<file path="config.mk">
export PLATFORM = sky130hd
export DESIGN_NAME = digraph_reachability_engine
export DESIGN_NICKNAME = d
export VERILOG_FILES = /design/src/rtl/dgre_pkg.sv /design/src/rtl/digraph_reachability_engine.sv /design/src/rtl/dgre_adj_mem.sv
export SDC_FILE = /design/constraint.sdc
export NUM_CORES = 1
export LEC_CHECK = 0
export BUFFER_PORTS_ARGS = -buffer_cell sky130_fd_sc_hd__buf_2
export CAP_MARGIN = 20
export CORE_MARGIN = 2
export CORE_UTILIZATION = 50
export DETAILED_ROUTE_END_ITERATION = 6
export PLACE_DENSITY = 0.74
export SYNTH_ARGS = -nofsm -noshare
export SYNTH_HDL_FRONTEND = slang
export SYNTH_SLANG_ARGS = --single-unit
</file>
<file path="constraint.sdc">
create_clock -name clock -period 3.55 [get_ports clock]
set_input_delay 0.8875 -clock clock [delete_from_list [all_inputs] [get_ports clock]]
set_output_delay 0.8875 -clock clock [all_outputs]
set_load 0.005 [all_outputs]
</file>
<file path="src/rtl/dgre_pkg.sv">
// ----------------------------------------------------------------------------
// dgre_pkg
// Shared types and constants of the directed graph reachability engine.
// ----------------------------------------------------------------------------
package dgre_pkg;

   localparam int VERTEX_W          = 4;
   localparam int COUNT_W           = 5;
   localparam int ARC_W             = 8;
   localparam int VERTEX_COUNT_INIT = 16;

   typedef enum logic [1:0] {
      OP_INSERT = 2'd0,
      OP_REMOVE = 2'd1,
      OP_QUERY  = 2'd2,
      OP_CLEAR  = 2'd3
   } opcode_type;

   typedef enum logic [2:0] {
      ST_IDLE,
      ST_EDIT,
      ST_SCAN,
      ST_SCAN_END,
      ST_RESP
   } state_type;

endpackage

</file>
<file path="src/rtl/digraph_reachability_engine.sv">
// ----------------------------------------------------------------------------
// digraph_reachability_engine
// Directed graph held as an adjacency bit matrix with insert, remove, path
// query and clear operations, one result per operation.
// ----------------------------------------------------------------------------
// One operation is in flight at a time and each gives one result transfer.
// Clear and out-of-range operations go from accept straight to the result
// state; insert and remove pass through an edit state (row read, row write).
// A path query sweeps the adjacency rows one per cycle through the single
// read port of the row memory and merges each visited row into the visited
// map; sweeps repeat until one adds nothing. Writing vertex_count clears
// the graph. Reset and clear need no sweep: rows carry valid flags.
// ----------------------------------------------------------------------------
module digraph_reachability_engine #(
   parameter int MAX_VERTICES = 16
) (
   input  logic                          clock,
   input  logic                          reset,
   input  logic                          req_valid,
   output logic                          req_ready,
   input  logic [1:0]                    req_opcode,
   input  logic [dgre_pkg::VERTEX_W-1:0] req_source_vertex,
   input  logic [dgre_pkg::VERTEX_W-1:0] req_dest_vertex,
   output logic                          rsp_valid,
   input  logic                          rsp_ready,
   output logic                          rsp_reachable,
   output logic [dgre_pkg::ARC_W-1:0]    rsp_arc_total,
   output logic                          rsp_status,
   input  logic                          csr_write_enable,
   input  logic [dgre_pkg::COUNT_W-1:0]  csr_write_data
);

   localparam int IDX_W  = $clog2(MAX_VERTICES);
   localparam int CNT_W  = $clog2(MAX_VERTICES + 1);
   localparam int WIDE_W = CNT_W + dgre_pkg::VERTEX_W;
   localparam int LIVE_INIT = (dgre_pkg::VERTEX_COUNT_INIT > MAX_VERTICES) ?
                              MAX_VERTICES : dgre_pkg::VERTEX_COUNT_INIT;

   dgre_pkg::state_type           state_ff, state_in;
   dgre_pkg::opcode_type          op_ff, op_in;
   logic [dgre_pkg::VERTEX_W-1:0] src_ff, src_in;
   logic [dgre_pkg::VERTEX_W-1:0] dst_ff, dst_in;
   logic [CNT_W-1:0]              live_count_ff, live_count_in;
   logic [dgre_pkg::ARC_W-1:0]    arc_cnt_ff, arc_cnt_in;
   logic [MAX_VERTICES-1:0]       visited_ff, visited_in;
   logic [IDX_W-1:0]              ptr_ff, ptr_in;
   logic                          changed_ff, changed_in;
   logic                          scan_vld_ff, scan_vld_in;
   logic [IDX_W-1:0]              scan_idx_ff, scan_idx_in;
   logic                          reach_ff, reach_in;
   logic                          status_ff, status_in;
   logic                          rsp_valid_ff, rsp_valid_in;
   logic                          rsp_reach_ff, rsp_reach_in;
   logic                          rsp_status_ff, rsp_status_in;
   logic [dgre_pkg::ARC_W-1:0]    rsp_total_ff, rsp_total_in;

   logic                          mem_clear;
   logic [IDX_W-1:0]              mem_rd_addr;
   logic [MAX_VERTICES-1:0]       mem_rd_row;
   logic                          mem_wr_en;
   logic [MAX_VERTICES-1:0]       mem_wr_row;

   logic [WIDE_W-1:0]             req_src_wide, req_dst_wide, live_wide;
   logic [WIDE_W-1:0]             src_wide, dst_wide;
   logic [IDX_W-1:0]              req_src_idx, src_idx, dst_idx;
   logic [CNT_W-1:0]              live_last_wide;
   logic [IDX_W-1:0]              live_last;
   logic                          out_of_range;
   logic [MAX_VERTICES-1:0]       merged;
   logic                          grew;
   logic                          arc_bit;
   logic [MAX_VERTICES-1:0]       src_onehot;

   dgre_adj_mem #(
      .MAX_VERTICES (MAX_VERTICES)
   ) u_adj_mem (
      .clock   (clock),
      .reset   (reset),
      .clear   (mem_clear),
      .rd_addr (mem_rd_addr),
      .rd_row  (mem_rd_row),
      .wr_en   (mem_wr_en),
      .wr_addr (src_idx),
      .wr_row  (mem_wr_row)
   );

   assign req_src_wide   = WIDE_W'(req_source_vertex);
   assign req_dst_wide   = WIDE_W'(req_dest_vertex);
   assign live_wide      = WIDE_W'(live_count_ff);
   assign src_wide       = WIDE_W'(src_ff);
   assign dst_wide       = WIDE_W'(dst_ff);
   assign req_src_idx    = req_src_wide[IDX_W-1:0];
   assign src_idx        = src_wide[IDX_W-1:0];
   assign dst_idx        = dst_wide[IDX_W-1:0];
   assign live_last_wide = live_count_ff - 1'b1;
   assign live_last      = live_last_wide[IDX_W-1:0];
   assign out_of_range   = (req_src_wide >= live_wide) || (req_dst_wide >= live_wide);

   // one row merge per cycle
   assign merged  = (scan_vld_ff && visited_ff[scan_idx_ff]) ? (visited_ff | mem_rd_row)
                                                            : visited_ff;
   assign grew    = (merged != visited_ff);
   assign arc_bit = mem_rd_row[dst_idx];

   always_comb begin
      src_onehot              = '0;
      src_onehot[req_src_idx] = 1'b1;
   end

   always_comb begin
      state_in      = state_ff;
      op_in         = op_ff;
      src_in        = src_ff;
      dst_in        = dst_ff;
      live_count_in = live_count_ff;
      arc_cnt_in    = arc_cnt_ff;
      visited_in    = visited_ff;
      ptr_in        = ptr_ff;
      changed_in    = changed_ff;
      scan_vld_in   = 1'b0;
      scan_idx_in   = scan_idx_ff;
      reach_in      = reach_ff;
      status_in     = status_ff;
      rsp_valid_in  = rsp_valid_ff && !rsp_ready;
      rsp_reach_in  = rsp_reach_ff;
      rsp_status_in = rsp_status_ff;
      rsp_total_in  = rsp_total_ff;
      req_ready     = 1'b0;
      mem_clear     = 1'b0;
      mem_rd_addr   = ptr_ff;
      mem_wr_en     = 1'b0;
      mem_wr_row    = mem_rd_row;

      case (state_ff)
         dgre_pkg::ST_IDLE: begin
            req_ready   = 1'b1;
            mem_rd_addr = req_src_idx;
            if (req_valid) begin
               op_in     = dgre_pkg::opcode_type'(req_opcode);
               src_in    = req_source_vertex;
               dst_in    = req_dest_vertex;
               reach_in  = 1'b0;
               status_in = 1'b0;
               if (op_in == dgre_pkg::OP_CLEAR) begin
                  mem_clear  = 1'b1;
                  arc_cnt_in = '0;
                  visited_in = '0;
                  state_in   = dgre_pkg::ST_RESP;
               end else if (out_of_range) begin
                  status_in = 1'b1;
                  state_in  = dgre_pkg::ST_RESP;
               end else if (op_in == dgre_pkg::OP_QUERY) begin
                  visited_in = src_onehot;
                  ptr_in     = '0;
                  changed_in = 1'b0;
                  state_in   = dgre_pkg::ST_SCAN;
               end else begin
                  state_in = dgre_pkg::ST_EDIT;
               end
            end
         end
         dgre_pkg::ST_EDIT: begin
            if (src_ff != dst_ff) begin
               if (op_ff == dgre_pkg::OP_INSERT && !arc_bit) begin
                  mem_wr_en           = 1'b1;
                  mem_wr_row[dst_idx] = 1'b1;
                  arc_cnt_in          = arc_cnt_ff + 1'b1;
               end else if (op_ff == dgre_pkg::OP_REMOVE && arc_bit) begin
                  mem_wr_en           = 1'b1;
                  mem_wr_row[dst_idx] = 1'b0;
                  arc_cnt_in          = arc_cnt_ff - 1'b1;
               end
            end
            state_in = dgre_pkg::ST_RESP;
         end
         dgre_pkg::ST_SCAN: begin
            mem_rd_addr = ptr_ff;
            scan_vld_in = 1'b1;
            scan_idx_in = ptr_ff;
            visited_in  = merged;
            changed_in  = changed_ff || grew;
            if (ptr_ff == live_last) begin
               state_in = dgre_pkg::ST_SCAN_END;
            end else begin
               ptr_in = ptr_ff + 1'b1;
            end
         end
         dgre_pkg::ST_SCAN_END: begin
            visited_in = merged;
            if (changed_ff || grew) begin
               ptr_in     = '0;
               changed_in = 1'b0;
               state_in   = dgre_pkg::ST_SCAN;
            end else begin
               reach_in = merged[dst_idx];
               state_in = dgre_pkg::ST_RESP;
            end
         end
         dgre_pkg::ST_RESP: begin
            if (!rsp_valid_ff || rsp_ready) begin
               rsp_valid_in  = 1'b1;
               rsp_reach_in  = reach_ff;
               rsp_status_in = status_ff;
               rsp_total_in  = arc_cnt_ff;
               state_in      = dgre_pkg::ST_IDLE;
            end
         end
         default: begin
            state_in = dgre_pkg::ST_IDLE;
         end
      endcase

      // graph init on a vertex count write
      if (csr_write_enable) begin
         live_count_in = (int'(csr_write_data) > MAX_VERTICES) ? CNT_W'(MAX_VERTICES)
                                                               : CNT_W'(csr_write_data);
         mem_clear     = 1'b1;
         arc_cnt_in    = '0;
         visited_in    = '0;
      end
   end

   always_ff @(posedge clock) begin
      if (reset) begin
         state_ff      <= dgre_pkg::ST_IDLE;
         live_count_ff <= CNT_W'(LIVE_INIT);
         arc_cnt_ff    <= '0;
         visited_ff    <= '0;
         scan_vld_ff   <= 1'b0;
         rsp_valid_ff  <= 1'b0;
      end else begin
         state_ff      <= state_in;
         live_count_ff <= live_count_in;
         arc_cnt_ff    <= arc_cnt_in;
         visited_ff    <= visited_in;
         scan_vld_ff   <= scan_vld_in;
         rsp_valid_ff  <= rsp_valid_in;
      end
   end

   always_ff @(posedge clock) begin
      op_ff         <= op_in;
      src_ff        <= src_in;
      dst_ff        <= dst_in;
      ptr_ff        <= ptr_in;
      changed_ff    <= changed_in;
      scan_idx_ff   <= scan_idx_in;
      reach_ff      <= reach_in;
      status_ff     <= status_in;
      rsp_reach_ff  <= rsp_reach_in;
      rsp_status_ff <= rsp_status_in;
      rsp_total_ff  <= rsp_total_in;
   end

   assign rsp_valid     = rsp_valid_ff;
   assign rsp_reachable = rsp_reach_ff;
   assign rsp_status    = rsp_status_ff;
   assign rsp_arc_total = rsp_total_ff;

`ifndef SYNTHESIS
   a_status_not_reach: assert property (@(posedge clock) disable iff (reset)
      (rsp_valid && rsp_status) |-> !rsp_reachable)
      else $error("out-of-range result reports reachable");

   a_clear_zero_count: assert property (@(posedge clock) disable iff (reset)
      (req_valid && req_ready && req_opcode == dgre_pkg::OP_CLEAR) |=> (arc_cnt_ff == '0))
      else $error("arc count not zero after clear");

   a_scan_source_marked: assert property (@(posedge clock) disable iff (reset)
      (state_ff == dgre_pkg::ST_SCAN) |-> visited_ff[src_idx])
      else $error("source vertex not marked during query");
`endif

endmodule

</file>
<file path="src/rtl/dgre_adj_mem.sv">
// ----------------------------------------------------------------------------
// dgre_adj_mem
// Adjacency row memory: one write and one registered read per cycle, with a
// valid flag per row so that a clear needs no row-by-row writes.
// ----------------------------------------------------------------------------
module dgre_adj_mem #(
   parameter int MAX_VERTICES = 16
) (
   input  logic                                clock,
   input  logic                                reset,
   input  logic                                clear,
   input  logic [$clog2(MAX_VERTICES)-1:0]     rd_addr,
   output logic [MAX_VERTICES-1:0]             rd_row,
   input  logic                                wr_en,
   input  logic [$clog2(MAX_VERTICES)-1:0]     wr_addr,
   input  logic [MAX_VERTICES-1:0]             wr_row
);

   logic [MAX_VERTICES-1:0] mem [MAX_VERTICES];
   logic [MAX_VERTICES-1:0] row_valid_ff;
   logic [MAX_VERTICES-1:0] rd_data_ff;
   logic                    rd_valid_ff;

   always_ff @(posedge clock) begin
      if (wr_en) begin
         mem[wr_addr] <= wr_row;
      end
      rd_data_ff <= mem[rd_addr];
   end

   always_ff @(posedge clock) begin
      if (reset || clear) begin
         row_valid_ff <= '0;
         rd_valid_ff  <= 1'b0;
      end else begin
         rd_valid_ff <= row_valid_ff[rd_addr];
         if (wr_en) begin
            row_valid_ff[wr_addr] <= 1'b1;
         end
      end
   end

   assign rd_row = rd_valid_ff ? rd_data_ff : '0;

endmodule

</file>
==> results.md <==
- Most used DFF post-synth: edfxtp_1
- Layout cell share with drive strength beyond 1: 0.265
- Antenna violations before repair: 0
- Sw Pwr: 2.21 mW
- IO Port Bufs: 31
- Period utilisation layout: 0.941
- Reg area: 9960 µm²
- Initial core utilization: 0.509
- CP endpoint kind: register
- Area of the multi-input gates: 4950 µm²
- Area grow syn2layout: 15.5%
- Register area share after synthesis: 0.659
- Remaining DRCs: 0
- Pwr dens: 537 nW/µm²
- Critical Path RT: 3.96 ns
- Most frequent cell after synthesis: edfxtp_1
- GP Congestion: 0.973
- Via count of the routed design: 9264
- Crit path max fanout: 7
- Post-Syn Nets: 1028
- Cts bufs inserted: 35
- CTS tree: yes
- Finish-stage setup viols: 0
- Slowest-stage cell, CP: mux4_2
- Post-Syn Instances: 991
- Synth Area per Inst: 15.3 µm²
- Worst hold margin: 0.442 ns
- CP Cell Sequence: mux4_2, mux2i_2, o22ai_2, or3_4, ha_1, a21o_1, nand4_1, nand3_1, a31oi_4, mux2i_1, o22ai_1, a22o_1
- Sequential power share: 0.497
- Clk_skew: 0.0223 ns
- Post-synth EDFFs: 287
- Combinational Power Share: 0.118
- YS warnings: 0
- Largest net degree at the start of global routing: 33
- Hold Buf Count CTS: 0
- Post-synth ARST share: 0
- Die Area: 31600 µm²
- Clock latency on the worst-skew pair: 0.53 ns
- Fillers: 2234
- Seq cells post-synth: 354
- Final period demand of the worst path: 3.34 ns
- Antenna Cells: 0
- Clock Path Buffers: 3
- Worst-path clk slew: 0.07 ns
- DR vias/cell: 6.16
- Arrival time worst endpoint: 3.75 ns
- Clock sink count: 354
- Status: finished, final reports clean
- Final WL: 35.7 mm
- Netlist cell types: 59
- Grt total ovfl: 0
- Maximum vdd drop: 0.497 mV
- PnR worst setup slack: 0.208 ns
- Vias in the first global route: 9056
- Clock Power Share: 0.385
- Switching Share: 0.236
- Crit Path Class: reg -> reg
- Post-layout util: 0.587
- CP delay by family, top: multiplexers
- Die span in x: 178 µm
- Pleak: 5.97 nW
- Placement Setup Slack: 0.0311 ns
- Final instance area: 17500 µm²
- Max cap viols: 0
- CP peak stage delay: 0.58 ns
- Overall power: 9.38 mW
- WP buf/inv: 0
- Cell taking the most area after synthesis: edfxtp_1
- Initial detailed-routing violation count: 1105
- IO Count: 32
- Actual transition at the worst max-transition pin: 0.785 ns
- Clock root buffer: clkbuf_16
- Core region area: 29700 µm²
- Internal: 7.16 mW
- Yosys top cell area share: 0.570
- Wire per inst: 23.7 µm
- Worst min-delay path class: reg -> reg
- Final hold vios: 0
- Rows: 63
- Dpl hpwl: 21.8 mm
- GRT Overall Usage: 0.232
- # H-tree levels: 2
- DRT Pass-1 Iters: 5
- DRT antenna net count: 0
- Most instantiated cells after synthesis: 287 x edfxtp_1, 80 x mux4_2, 67 x dfxtp_1, 67 x nand2_1, 65 x nor2_1
- Max Transition Viols Final: 0
- Ranking of synthesized cells by area: edfxtp_1 57%, mux4_2 12%, dfxtp_1 8.9%, nand2_1 1.7%, nor2_1 1.6%
- Placed instance area: 16300 µm²
- Fmax: 299 MHz
- Mapped Area: 15100 µm²
- Die Y: 178 µm
- Startpoint types: register
- Slew headroom: 0.476
- First-pass GRT wire length: 54.0 mm
- Layout Nets: 1124
==> routing by layer <==
metal  track usage  part of all wire  wire length (µm)  vias up
met4        0.0830             0.033              1180        0
met3        0.0366             0.074              2650       71
met1         0.320              0.41             14700     4697
li1              -                 -                 -     4078
met2         0.375              0.48             17200      418
met5             0                 0                 0        -
==> cell families after synthesis <==
group	synth area share
fa+ha+maj	0.0146
xor+xnor	0.0110
compound gates	0.0881
buf+inv	0.0222
mux	0.127
flops	0.659
simple gates	0.0788
==> per-stage QoR <==
| stage | TNS, ns | instances |
|---|---|---|
| 2_1_floorplan | 0 | 991 |
| 3_3_place_gp | 0 | 1439 |
| 3_5_place_dp | 0 | 1439 |
| 4_1_cts | 0 | 1502 |
| 5_1_grt | -0.0232 | 1503 |
| 6_report | 0 | 1503 |
==> power groups by stage <==
stage	registers [mW]	logic, mW	clock network (mW)
final	4.66	1.10	3.61
after global routing	4.66	1.19	3.85
after CTS	4.66	1.10	3.68
after detailed placement	4.74	1.09	0
after global placement	4.74	1.07	0
after floorplan	4.72	0.693	0
==> worst paths after layout <==
kind	from	end	slack [ns]	depth (start not counted)
setup / recovery	dst_ff[0]	arc_cnt_ff[7]	0.21	12
hold / removal	reach_ff	rsp_reachable	0.44	0
setup reg to reg	dst_ff[0]	arc_cnt_ff[7]	0.21	12
hold reg to reg	reach_ff	rsp_reachable	0.44	0
==> area by class of cell <==
type / instances / area share
inverter: 30 / 0.00645
clock inverter: 13 / 0.00789
timing repair buffer: 110 / 0.0472
tap: 390 / 0.0280
sequential: 354 / 0.571
multi-input combinational: 556 / 0.284
clock buffer: 50 / 0.0563
==> registers in the layout, indices dropped and copies added (netlist names), 2 cells and up <==
register,cells
arc_cnt_ff,8
dst_ff,4
live_count_ff,5
op_ff,2
ptr_ff,4
rsp_arc_total,8
scan_idx_ff,4
src_ff,4
state_ff,3
u_adj_mem.mem,256
u_adj_mem.rd_data_ff,16
u_adj_mem.row_valid_ff,16
visited_ff,16
==> what timing repair did <==
action,4_1_cts,5_1_grt
resized for setup,0,4
setup buffers,0,1
endpoints found under the setup margin,0,2
==> cell usage in the layout, fill, tap and decap left out, types with 3 or more instances in the layout <==
| master | n |
|---|---|
| a211oi_1 | 19 |
| a21boi_0 | 8 |
| a21o_1 | 14 |
| a21oi_1 | 33 |
| a22o_1 | 18 |
| a22oi_1 | 8 |
| a31oi_1 | 18 |
| and2_1 | 19 |
| buf_12 | 6 |
| buf_2 | 31 |
| buf_4 | 73 |
| clkbuf_1 | 11 |
| clkbuf_16 | 36 |
| clkbuf_8 | 3 |
| clkinv_2 | 9 |
| dfxtp_1 | 67 |
| edfxtp_1 | 287 |
| ha_1 | 16 |
| inv_1 | 29 |
| mux2i_1 | 5 |
| mux2i_4 | 4 |
| mux4_2 | 80 |
| nand2_1 | 67 |
| nand2b_1 | 17 |
| nand3_1 | 19 |
| nand3b_1 | 5 |
| nor2_1 | 53 |
| nor2_2 | 15 |
| nor2b_1 | 10 |
| nor3_1 | 15 |
| nor3_2 | 5 |
| nor3b_1 | 5 |
| o211ai_1 | 5 |
| o21ai_0 | 19 |
| o221a_2 | 16 |
| o22ai_1 | 10 |
| or3_1 | 3 |
| xnor2_1 | 14 |
| xor2_1 | 5 |
==> worst reg2reg max path: stages, from the launching register on <==
cell      delay, ns
edfxtp_1       0.54
mux4_2         0.58
mux2i_2        0.19
o22ai_2        0.11
or3_4          0.39
ha_1           0.30
a21o_1         0.19
nand4_1        0.08
nand3_1        0.17
a31oi_4        0.22
mux2i_1        0.20
o22ai_1        0.08
a22o_1         0.19
Power figures use the tool's default switching activity.
